==> src/sv/qrs_div_cell.sv <==
// ============================================================================
// qrs_div_cell: one quotient bit of the dual restoring divider chain
// Both lanes share the divisor; quotient bits shift in as numerator bits leave.
// ============================================================================
module qrs_div_cell #(
    parameter int NW  = 33,
    parameter int DNW = 17,
    parameter int TW  = 4
) (
    input  logic                   i_clk,
    input  logic                   i_rst_n,
    input  logic                   i_en,
    input  logic                   i_valid,
    input  logic [1:0][NW-1:0]     i_num,
    input  logic [1:0][DNW-1:0]    i_rem,
    input  logic [DNW-1:0]         i_den,
    input  logic [TW-1:0]          i_tag,
    output logic                   o_valid,
    output logic [1:0][NW-1:0]     o_num,
    output logic [1:0][DNW-1:0]    o_rem,
    output logic [DNW-1:0]         o_den,
    output logic [TW-1:0]          o_tag
);

    logic [1:0][DNW:0]   rs;
    logic [1:0][DNW:0]   diff;
    logic [1:0]          take;
    logic [1:0][NW-1:0]  n_num;
    logic [1:0][DNW-1:0] n_rem;

    logic                r_valid;
    logic [1:0][NW-1:0]  r_num;
    logic [1:0][DNW-1:0] r_rem;
    logic [DNW-1:0]      r_den;
    logic [TW-1:0]       r_tag;

    always_comb begin
        for (int k = 0; k < 2; k++) begin
            rs[k]    = {i_rem[k], i_num[k][NW-1]};
            diff[k]  = rs[k] - {1'b0, i_den};
            take[k]  = (rs[k] >= {1'b0, i_den});
            n_rem[k] = take[k] ? diff[k][DNW-1:0] : rs[k][DNW-1:0];
            n_num[k] = {i_num[k][NW-2:0], take[k]};
        end
    end

    always_ff @(posedge i_clk) begin
        if (!i_rst_n) begin
            r_valid <= 1'b0;
        end else if (i_en) begin
            r_valid <= i_valid;
        end
    end

    always_ff @(posedge i_clk) begin
        if (i_en) begin
            r_num <= n_num;
            r_rem <= n_rem;
            r_den <= i_den;
            r_tag <= i_tag;
        end
    end

    assign o_valid = r_valid;
    assign o_num   = r_num;
    assign o_rem   = r_rem;
    assign o_den   = r_den;
    assign o_tag   = r_tag;

endmodule

==> config.mk <==
export PLATFORM = sky130hd
export DESIGN_NAME = qrs_div_cell
export DESIGN_NICKNAME = d
export VERILOG_FILES = /design/src/sv/qrs_div_cell.sv
export SDC_FILE = /design/constraint.sdc
export NUM_CORES = 1
export LEC_CHECK = 0
export BUFFER_PORTS_ARGS = -buffer_cell sky130_fd_sc_hd__buf_2
export CORE_MARGIN = 2
export CORE_UTILIZATION = 52
export DETAILED_ROUTE_END_ITERATION = 6
export PLACE_DENSITY = 0.93
export SYNTH_ARGS = -nofsm -noshare
export SYNTH_HDL_FRONTEND = slang
export SYNTH_SLANG_ARGS = --single-unit
==> constraint.sdc <==
create_clock -name i_clk -period 4.6 [get_ports i_clk]
set_clock_uncertainty 0.2 [all_clocks]
set_input_delay 0.46 -clock i_clk [delete_from_list [all_inputs] [get_ports i_clk]]
set_output_delay 0.46 -clock i_clk [all_outputs]
set_load 0.03 [all_outputs]
==> impl_metrics.json <==
{
  "hold_class": "input pin to register",
  "fmaxAchievable_ghz": 0.327,
  "gpl.final_weighted_congestion": 0.918,
  "async_flop_share": 0,
  "grt_use_met3": 0.0979,
  "place.port_buffers": 246,
  "grt_busiest_layer": "met2",
  "postSynth.topFlopCell": "sky130_fd_sc_hd__edfxtp_1",
  "totalWireLength_mm": 18.9,
  "timing.reg2reg.worst_path_depth": 2,
  "syn-mean-instance-area_sq_um": 13.5,
  "min_delay_src": "i_num[42]",
  "global_routing_met1_resource_utilization": 0.353,
  "period_needed_ns": 3.05,
  "postRouteAntennaNets": 0,
  "dieArea_sq_um": 12300,
  "grt_setup_unrepaired": "no",
  "post_cts.repair.setup_buffers": 0,
  "cts.reportedPaths.clkPinSlew_ns": 0.06,
  "synth.lib_cells_used.distinct": 61,
  "grt_remaining_overflow": 0,
  "netlist_area_sq_um": 5950,
  "dp_hpwl_mm": 13.2,
  "detail_route.vias_per_cell": 5.67,
  "htree_levels": 4,
  "setup_viol_count_final": 0,
  "synthToLayoutAreaGrowth_pct": 36.6,
  "tightest_slew_ns": 0.704,
  "synthesis.nets": 603,
  "seq_area_frac_synth": 0.614,
  "cts_tree": "yes",
  "total_leakage_power_nw": 3.59,
  "criticalPathCategory": "input pin to register",
  "drt_pass1_iterations": 5,
  "maxCapViolations": 0,
  "worst-r2r-setup-slack_ns": 3.76,
  "startpoint_type": "input pin",
  "start_of_the_worst_register_to_register_path": "o_valid$_SDFFE_PN0P_",
  "global_route_wire_length_before_repair_mm": 28.4,
  "utilization": 0.720,
  "first_global_vias": 4988,
  "synth-edff-count": 121,
  "post_detailed_placement_cell_area_sq_um": 7300,
  "synth-seq-cells": 122,
  "irDropWorstVdd_mv": 0.397,
  "post_synth_inst_count": 442,
  "yosysWarningCount": 0,
  "slew-limit-headroom": 0.518,
  "initial_utilization": 0.527,
  "clk_latency_ns": 0.42,
  "die_height_microns": 111,
  "run_status": "completed",
  "r2r-end": "o_valid$_SDFFE_PN0P_",
  "antennaDiodeCount": 0,
  "wl_per_cell_microns": 21.5,
  "clock_path_buffers": 2,
  "core_area_sq_um": 11300,
  "worst_setup_path_end_kind": "register",
  "report.final.hold_viol_count": 0,
  "cts_repair_resize_count": 0,
  "finalInstanceArea_sq_um": 8120,
  "final-max-slew-violation-count": 0,
  "finalSetupTns_ns": 0,
  "holdPathStages": 1,
  "post_cts_hold_buffer_count": 24,
  "drive_above_1_share": 0.423,
  "floorplan.die.width_microns": 111,
  "cts_sinks": 122,
  "crit_path_max_fanout": 18,
  "globalRouteMet2Util": 0.526,
  "groute.usage.overall": 0.311,
  "post_route_drc_violation_count": 0,
  "io_pins": 247,
  "layout.nets": 883,
  "maximum_number_of_pins_on_one_net_before_global_route_repair": 54,
  "min_period_over_period": 0.664,
  "total_power_mw": 3.53,
  "num_rows": 39,
  "timing.critical_path.arrival_ns": 3.03,
  "hold_critical_path_endpoint": "o_num[43]$_DFFE_PP_",
  "initialDrtViolationCount": 342,
  "power_density_nw_per_um2": 435,
  "vias": 4979,
  "cts_buffers": 17,
  "crit_required_ns": 4.57,
  "cts-root-buf": "sky130_fd_sc_hd__clkbuf_16",
  "fillCellCount": 744,
  "grt_antenna_before_repair": 2
}
-- state kept, by name, summed over array words and instances (netlist names) --
register / cells
o_num: 66
o_rem: 34
o_den: 17
o_tag: 4
o_valid: 1
-- kinds of logic (layout without fill, tap and decap cells) --
kind of cell | count (synthesis) | count (layout) | share of synthesized area
buffers and inverters | 38 | 331 | 0.0288
AO/OA/AOI/OAI | 112 | 112 | 0.130
adder cells (fa/ha/maj) | 36 | 36 | 0.0783
multiplexers | 22 | 22 | 0.0440
AND/OR/NAND/NOR | 93 | 93 | 0.0762
XOR/XNOR | 19 | 19 | 0.0280
flip-flops | 122 | 122 | 0.614
-- how the worst max path moves through the flow --
stage,start,to,cells after the start
2_1_floorplan,i_num[65],o_rem[25]$_DFFE_PP_,11
3_3_place_gp,i_num[65],o_rem[26]$_DFFE_PP_,11
3_5_place_dp,i_num[65],o_rem[31]$_DFFE_PP_,11
4_1_cts,i_num[65],o_rem[31]$_DFFE_PP_,11
5_1_grt,i_num[65],o_rem[25]$_DFFE_PP_,11
6_report,i_num[65],o_rem[31]$_DFFE_PP_,11
-- metal layers --
layer,share of wire,vias to the layer above
li1,-,2255
met4,0.051,4
met5,0.0014,-
met3,0.090,68
met2,0.49,327
met1,0.37,2325
-- metrics by stage --
step                setup WS [ns]  instances  hold slack [ns]
CTS                          1.63        878         0.000859
global route                 1.44        878         0.000249
global placement             1.26        822            0.313
floorplan                    1.71        442            0.359
finish                       1.55        878           0.0124
detailed placement           1.20        822            0.331
-- Yosys cell counts, drive strengths merged (2+ instances only) --
| cell type | instances | area, sq um |
|---|---|---|
| edfxtp | 121 | 3630 |
| ha | 34 | 425 |
| nand2 | 34 | 128 |
| inv | 27 | 101 |
| a21oi | 26 | 130 |
| mux2 | 21 | 251 |
| o21ai | 21 | 120 |
| nor2 | 16 | 60.1 |
| xnor2 | 16 | 140 |
| a21o | 15 | 113 |
| nand3 | 13 | 65.1 |
| o21a | 10 | 75.1 |
| buf | 8 | 58.8 |
| o31ai | 6 | 45.0 |
| and2 | 5 | 32.5 |
| a211oi | 4 | 30.0 |
| and4 | 4 | 35.0 |
| nor2b | 4 | 25.0 |
| a2111oi | 3 | 26.3 |
| a31oi | 3 | 18.8 |
| clkbuf | 3 | 11.3 |
| nor3 | 3 | 15.0 |
| nor3b | 3 | 22.5 |
| o211ai | 3 | 27.5 |
| or2 | 3 | 18.8 |
| xor2 | 3 | 26.3 |
| a311oi | 2 | 17.5 |
| and3 | 2 | 12.5 |
| fa | 2 | 40.0 |
| nand4 | 2 | 12.5 |
| o21bai | 2 | 15.0 |
| o31a | 2 | 17.5 |
-- cell usage in the layout, fill, tap and decap left out, types with 6 or more instances in the layout --
cell type	count
sky130_fd_sc_hd__nand3_1	13
sky130_fd_sc_hd__mux2_2	17
sky130_fd_sc_hd__clkbuf_16	17
sky130_fd_sc_hd__o31ai_1	6
sky130_fd_sc_hd__o21ai_0	18
sky130_fd_sc_hd__a21o_1	15
sky130_fd_sc_hd__inv_1	25
sky130_fd_sc_hd__nand2_1	34
sky130_fd_sc_hd__dlygate4sd3_1	24
sky130_fd_sc_hd__ha_1	34
sky130_fd_sc_hd__nor2_1	16
sky130_fd_sc_hd__buf_2	245
sky130_fd_sc_hd__o21a_1	10
sky130_fd_sc_hd__xnor2_1	16
sky130_fd_sc_hd__a21oi_1	26
sky130_fd_sc_hd__edfxtp_1	121
-- report_power, final --
part / internal [mW] / switching (mW) / total [mW]
clock network: 0.798 / 0.518 / 1.32
registers: 1.36 / 0.0347 / 1.40
logic: 0.286 / 0.534 / 0.820
total: 2.45 / 1.09 / 3.53
-- cell type report --
type	instances	area [sq um]	share of cell area
Multi-Input combinational cell	282	2120	0.261
Sequential cell	122	3650	0.450
Clock buffer	18	429	0.0529
Tap cell	143	179	0.0220
Timing Repair Buffer	272	1490	0.183
Clock inverter	14	146	0.0180
Inverter	27	101	0.0125
-- worst max-delay path: stages --
cell                      delay, ns
sky130_fd_sc_hd__buf_2         0.11
sky130_fd_sc_hd__inv_1         0.05
sky130_fd_sc_hd__ha_1          0.16
sky130_fd_sc_hd__inv_1         0.06
sky130_fd_sc_hd__fa_1          0.40
sky130_fd_sc_hd__a21o_1        0.21
sky130_fd_sc_hd__and2_1        0.17
sky130_fd_sc_hd__o31a_1        0.29
sky130_fd_sc_hd__o21ai_4       0.48
sky130_fd_sc_hd__inv_2         0.27
sky130_fd_sc_hd__mux2_4        0.36
No activity file was read; power rests on OpenSTA's default activity.
