## src/sv/qrs_sqrt_cell.sv

```systemverilog
// ============================================================================
// qrs_sqrt_cell: one digit of the square root chain
// Takes two radicand bits, decides one root bit, hands on to the next cell.
// ============================================================================
module qrs_sqrt_cell #(
    parameter int SW = 17,
    parameter int TW = 8
) (
    input  logic              i_clk,
    input  logic              i_rst_n,
    input  logic              i_en,
    input  logic              i_valid,
    input  logic [SW+1:0]     i_rem,
    input  logic [SW-1:0]     i_root,
    input  logic [2*SW-1:0]   i_rad,
    input  logic [TW-1:0]     i_tag,
    output logic              o_valid,
    output logic [SW+1:0]     o_rem,
    output logic [SW-1:0]     o_root,
    output logic [2*SW-1:0]   o_rad,
    output logic [TW-1:0]     o_tag
);

    logic [SW+1:0]   rem_sh;
    logic [SW+1:0]   trial;
    logic            take;
    logic [SW+1:0]   n_rem;
    logic [SW-1:0]   n_root;
    logic [2*SW-1:0] n_rad;

    logic            r_valid;
    logic [SW+1:0]   r_rem;
    logic [SW-1:0]   r_root;
    logic [2*SW-1:0] r_rad;
    logic [TW-1:0]   r_tag;

    always_comb begin
        rem_sh = {i_rem[SW-1:0], i_rad[2*SW-1 -: 2]};
        trial  = {i_root, 2'b01};
        take   = (rem_sh >= trial);
        n_rem  = take ? (rem_sh - trial) : rem_sh;
        n_root = {i_root[SW-2:0], take};
        n_rad  = {i_rad[2*SW-3:0], 2'b00};
    end

    always_ff @(posedge i_clk) begin
        if (!i_rst_n) begin
            r_valid <= 1'b0;
        end else if (i_en) begin
            r_valid <= i_valid;
        end
    end

    always_ff @(posedge i_clk) begin
        if (i_en) begin
            r_rem  <= n_rem;
            r_root <= n_root;
            r_rad  <= n_rad;
            r_tag  <= i_tag;
        end
    end

    assign o_valid = r_valid;
    assign o_rem   = r_rem;
    assign o_root  = r_root;
    assign o_rad   = r_rad;
    assign o_tag   = r_tag;

endmodule

```

## config.mk

```make
export PLATFORM = sky130hd
export DESIGN_NAME = qrs_sqrt_cell
export DESIGN_NICKNAME = d
export VERILOG_FILES = /design/src/sv/qrs_sqrt_cell.sv
export SDC_FILE = /design/constraint.sdc
export NUM_CORES = 1
export LEC_CHECK = 0
export ABC_AREA = 0
export BUFFER_PORTS_ARGS = -buffer_cell sky130_fd_sc_hd__buf_4
export CAP_MARGIN = 40
export CORE_MARGIN = 3
export CORE_UTILIZATION = 35
export CTS_CLUSTER_SIZE = 40
export DETAILED_ROUTE_END_ITERATION = 7
export GPL_ROUTABILITY_DRIVEN = 1
export PLACE_DENSITY = 0.69
export SYNTH_ARGS = -nofsm -noshare
export SYNTH_HDL_FRONTEND = slang
export SYNTH_SLANG_ARGS = --single-unit
```

## constraint.sdc

```tcl
create_clock -name i_clk -period 2.3 [get_ports i_clk]
set_input_delay 0.115 -clock i_clk [delete_from_list [all_inputs] [get_ports i_clk]]
set_output_delay 0.115 -clock i_clk [all_outputs]
set_load 0.01 [all_outputs]
```

==> metrics.txt, run 1 <==
NetSw about 0.00096 W; DR vias/cell approximately 4.7; Die X about 110 um; area of the multi-input gates between 1000 and 1500 um^2; Int Pwr roughly 0.0026 W; die area 11860 um^2; Reg clk slew, reported paths approximately 0.07 ns; Pleak 2.641 nW; GR Layer Usage met2 just over 30%; DRT Pass-1 Iters 4; # rows 36; n_diodes 0; Post-synth ARST share 0%; post-synthesis register bit count 77; Critical Path RT ~2.4 ns; RSZ-0062 raised after global routing false; DRC viols 0; slew margin rel. 49.74%; largest fanout on the critical path 6; Synth cell types 48; largest net degree at the start of global routing 38; YS warnings 0; Port Buf Inserts around 160; Switching Fraction about a quarter; worst reg-to-reg setup slack between 1.5 and 2 ns; met1 GRT Util between 10% and 20%; Final Util a little under 60%; Comb pwr share around 28%; Post-CTS Resized 0; Detail Route Antenna Nets 0; vias in the first global route slightly above 3000; hold slack between 0.05 and 0.06 ns; routed vias 3040; root buf cell clkbuf_8; Tcrit/Tclk final about 95%; Initial Util around 37%; DR WL/cell about 16 um; Worst EP arrival around 2.3 ns; Worst setup SP type primary input; Hold Crit Class in2reg; Initial DRC Count 154; Area growth syn-to-layout 61.21%; clock power share a little under a quarter; Fill cells 774; count of final setup violators 0; antenna violations before repair 0; part of the power in registers a little under 50%; Die H around 110 um; GR Util met3 5.151%; gr usage total roughly 17%; pwr/cell area a little over 600 nW/um^2; CTS Buffer Depth 2; hpwl dp approximately 7600 um; sequential cell area fraction in the yosys report a little over 60%; Mean Syn Cell Area around 14 um^2; gr busiest metal met2; skew final 0 ns; Critical Path Start i_root[15]; FF-to-FF Start o_valid$_SDFFE_PN0P_; drt total wl 10430 um; status finished clean; Post-Syn Area approximately 3700 um^2; CTS tree built; CP endpoint kind flop; Peak Freq between 400 and 500 MHz; Final Hold Violating Endpoints 0; slew of the pin with the lowest slew margin 0.7504 ns; ys flop type edfxtp_1; first-pass GRT wire length roughly 15000 um; Core Footprint roughly 10000 um^2; Max IR drop VDD 0.2693 mV; Nets 617; # IOs 161; max cap viols 0; Hold Startpoint i_valid; Post-synth EDFFs 76; minimum clock period ~2.2 ns; placed cells slightly below 600; Power, Total 0.003603 W; gr ovfl total 0; final instance area about 6000 um^2; register area around 2300 um^2; CTS buffer count 9; synthesized instance count roughly 270; CTS sink cnt 77; H-tree Lvls 3; max-slew violation count 0; CP Class in2reg; final non-filler cell total between 600 and 700; share of cells above drive strength 1 a little over two fifths; Placer Congestion a little under 0.8; Placed Area 5246 um^2; Clk Latency, worst-skew pair ~0.34 ns
==> worst max-delay path, stage by stage <==
cell           delay, ns
dlygate4sd3_1       0.53
buf_4               0.13
inv_1               0.05
ha_1                0.23
a211o_1             0.30
a311oi_2            0.30
a211oi_4            0.13
buf_4               0.20
mux2_4              0.30
==> layout make-up <==
class / instances / share of cell area (%)
Sequential cell: 77 / 38.53
Tap cell: 133 / 2.785
Timing Repair Buffer: 243 / 33.34
Multi-Input combinational cell: 162 / 21.26
Inverter: 23 / 1.445
Clock buffer: 11 / 2.199
Clock inverter: 4 / 0.4398
==> layout by cell type, fill, tap and decap left out, drive strengths merged, types with 5 or more instances in the layout <==
cell	netlist	layout
inv	23	23
edfxtp	76	76
nor2b	5	5
nor2	17	17
a21o	6	6
o211ai	6	6
a21oi	16	16
nand2b	6	6
clkbuf	0	11
nand2	13	13
ha	19	19
mux2	14	14
buf	6	186
dlygate4sd3	0	57
o21ai	7	7
xnor2	11	11
==> metal layers <==
layer / wire length, um / share of wire, % / up-vias
met3: 851 / 8.2 / 17
met1: 4159 / 40 / 1417
met5: 0 / 0 / -
li1: - / - / 1493
met2: 5221 / 50 / 113
met4: 193 / 1.9 / 0
==> path summary, 6_finish.rpt <==
path                          end  cells past startpoint
max           o_rem[12]$_DFFE_PP_                      9
min          o_valid$_SDFFE_PN0P_                      3
max reg2reg  o_valid$_SDFFE_PN0P_                      2
min reg2reg  o_valid$_SDFFE_PN0P_                      2
==> cells by family after synthesis <==
logic type               share of synthesized area (%)
AND/OR/NAND/NOR                                  6.887
multiplexers                                     5.908
flip-flops                                       62.12
adder cells (fa/ha/maj)                          6.415
other                                           0.1012
AO/OA/AOI/OAI                                    11.31
XOR/XNOR                                         3.545
buffers and inverters                            3.713
==> registers in the layout (all words and copies together), names as in the netlist <==
name and cells:
o_tag 8, o_rem 19, o_rad 32, o_valid 1
o_root 17
==> repair_timing <==
action / in CTS / in global routing
hold buffers: 57 / 0
hold endpoints to repair: 57 / 0
endpoints found under the setup margin: 0 / 2
setup buffers: 0 / 0
==> metrics by stage <==
step | worst slack (ns) | TNS, ns
after floorplan | 0.06622 | 0
after global placement | -0.01338 | -0.06608
after detailed placement | -0.06254 | -0.2723
after CTS | 0.06531 | 0
after global routing | 0.03728 | 0
final | 0.1106 | 0
==> power groups by stage <==
stage / registers [W] / logic (W) / clock network (W)
2_1_floorplan: 0.00184 / 0.000372 / 0
3_3_place_gp: 0.00177 / 0.000910 / 0
3_5_place_dp: 0.00177 / 0.000923 / 0
4_1_cts: 0.00174 / 0.00101 / 0.000890
5_1_grt: 0.00175 / 0.00109 / 0.000945
6_report: 0.00174 / 0.00100 / 0.000863
==> cells in the mapped netlist (all sizes together) (2+ instances only) <==
cell | number | area share, %
nor2 | 17 | 1.7
mux2i | 2 | 0.54
edfxtp | 76 | 62
xnor2 | 11 | 2.6
a2111oi | 2 | 0.64
mux2 | 14 | 5.4
buf | 6 | 1.4
a31oi | 2 | 0.34
o211ai | 6 | 1.2
a311oi | 2 | 0.64
nand4 | 4 | 0.68
nand2 | 13 | 1.3
inv | 23 | 2.3
nor3 | 2 | 0.27
a21boi | 2 | 0.41
o21a | 2 | 0.41
and2 | 2 | 0.34
a21o | 6 | 1.2
nand2b | 6 | 1.0
xor2 | 4 | 0.95
o21ai | 7 | 0.95
a32oi | 3 | 0.91
ha | 19 | 6.4
nor2b | 5 | 0.84
a21oi | 16 | 2.2
Note: power is estimated with default switching activity, not from simulation.
==> run 2: changes to the inputs <==
==> constraint.sdc (replaced) <==
create_clock -name i_clk -period 2 [get_ports i_clk]
set_input_delay 0.1 -clock i_clk [delete_from_list [all_inputs] [get_ports i_clk]]
set_output_delay 0.1 -clock i_clk [all_outputs]
set_load 0.01 [all_outputs]
==> metrics.txt, run 2 (same netlist as run 1, synthesis figures left out) <==
Max IR drop VDD about 0.4 mV; count of final setup violators 0; # rows 36; CP Class in2reg; slew margin rel. 62.30%; drt total wl 10920 um; highest cell delay on the worst timing path about 0.31 ns; CP endpoint kind flop; crit path cell chain buf_4 -> inv_1 -> ha_4 -> o21ai_0 -> a21boi_1 -> a32oi_2 -> a211oi_4 -> buf_4 -> mux2_4; most common cell after layout, fill and taps aside buf_4; Nets 625; die area between 10000 and 15000 um^2; CTS tree built; root buf cell clkbuf_8; Initial DRC Count roughly 150; Pleak between 2 and 3 nW; vias in the first global route 3207; Reg clk slew, reported paths approximately 0.08 ns; Worst setup SP type primary input; crit-path leading delay family compound AO/OA/AOI/OAI gates; Setup WS post-layout approximately 0.11 ns; gr usage total between 10% and 20%; status finished clean; share of cells above drive strength 1 a little under half; placed cells between 500 and 600; Worst EP arrival about 2.0 ns; largest fanout on the critical path 8; Final Hold Violating Endpoints 0; first-pass GRT wire length approximately 16000 um; Placed Area approximately 5500 um^2; postcts setup bufs 0; WP buf/inv 3; area of the multi-input gates approximately 1400 um^2; minimum clock period about 1.9 ns; Die X ~110 um; Die H ~110 um; max-slew violation count 0; slew of the pin with the lowest slew margin 0.5629 ns; CTS Buffer Depth 2; Core Footprint about 10000 um^2; CTS buffer count 9; max FFs per register 32; n_diodes 0; largest net degree at the start of global routing 52; hpwl dp approximately 7600 um; Initial Util 36.90%; Hold Crit Class in2reg; skew final 0 ns; Final Util between 60% and 70%; max cap viols 0; Clk Latency, worst-skew pair between 0.3 and 0.4 ns; crit-path most repeated cell buf_4; Peak Freq between 500 and 600 MHz; pre-CTS WS -0.2439 ns; Critical Path RT 2.10 ns; H-tree Lvls 3; CP max-delay cell mux2_4; RSZ-0062 raised after global routing false; register area approximately 2300 um^2; final instance area just over 6000 um^2; DRT Pass-1 Iters 4; worst reg-to-reg setup slack ~1.3 ns; Placer Congestion slightly above 0.8; CTS sink cnt 77; Area growth syn-to-layout 67.42%; final non-filler cell total 662; Tcrit/Tclk final between 90 and 100%; antenna violations before repair 0; DRC viols 0; # IOs about 160; DR WL/cell between 15 and 20 um; routed vias a little over 3000; setup tns final 0 ns; Fill cells roughly 760; DR vias/cell ~4.7; Detail Route Antenna Nets 0; Port Buf Inserts ~160; gr ovfl total 0; pwr/cell area between 600 and 700 nW/um^2; commonest non-fill, non-tap cells in the layout 195 x buf_4, 76 x edfxtp_1, 55 x dlygate4sd3_1, 19 x inv_1, 17 x nor2_1
-- run 2: cell count changes in the layout (fill, tap and decap cells not counted), sizes merged --
cell and delta:
inv +1, clkinv +3, buf +10, dlygate4sd3 -2, clkbuf -2, clkinvlp -1
-- run 2: power breakdown --
| group | leakage [nW] | switching [W] | internal [W] | total, W |
|---|---|---|---|---|
| clock | 0.0882 | 0.000575 | 0.000442 | 0.00102 |
| sequential | 0.752 | 0.0000491 | 0.00195 | 0.00200 |
| combinational | 1.85 | 0.000530 | 0.000691 | 0.00122 |
-- run 2: path summary, 6_finish.rpt --
path / from / endpoint / depth (start not counted)
max: i_root[10] / o_rem[10]$_DFFE_PP_ / 9
min: i_root[0] / o_root[1]$_DFFE_PP_ / 2
max reg2reg: o_valid$_SDFFE_PN0P_ / o_valid$_SDFFE_PN0P_ / 2
min reg2reg: o_valid$_SDFFE_PN0P_ / o_valid$_SDFFE_PN0P_ / 2
-- run 2: per-stage QoR --
stage          power [W]  hold WS (ns)
3_3_place_gp    0.003142        0.2781
6_report        0.004241       0.02584
3_5_place_dp    0.003161        0.2794
4_1_cts         0.004278      0.004944
2_1_floorplan   0.002596        0.1989
5_1_grt         0.004467     0.0005189
-- run 2: layout make-up --
class                      count  share of cell area (%)
sequential                    77                   37.10
clock buffer                   9                   1.996
tap                          133                   2.682
multi-input combinational    162                   23.11
clock inverter                 7                  0.6453
timing repair buffer         251                   32.79
inverter                      23                   1.674
-- run 2: repair_timing --
item	CTS	global route
hold buffers	55	0
endpoints found under the hold margin	55	0
gates resized for setup	0	0
-- run 2: layer usage --
metal	up-vias	wire, um	global-route usage, %
li1	1509	-	-
met1	1472	4400	20.96
met2	121	5397	32.11
met3	14	904	5.684
met4	0	216	6.402
met5	-	0	0
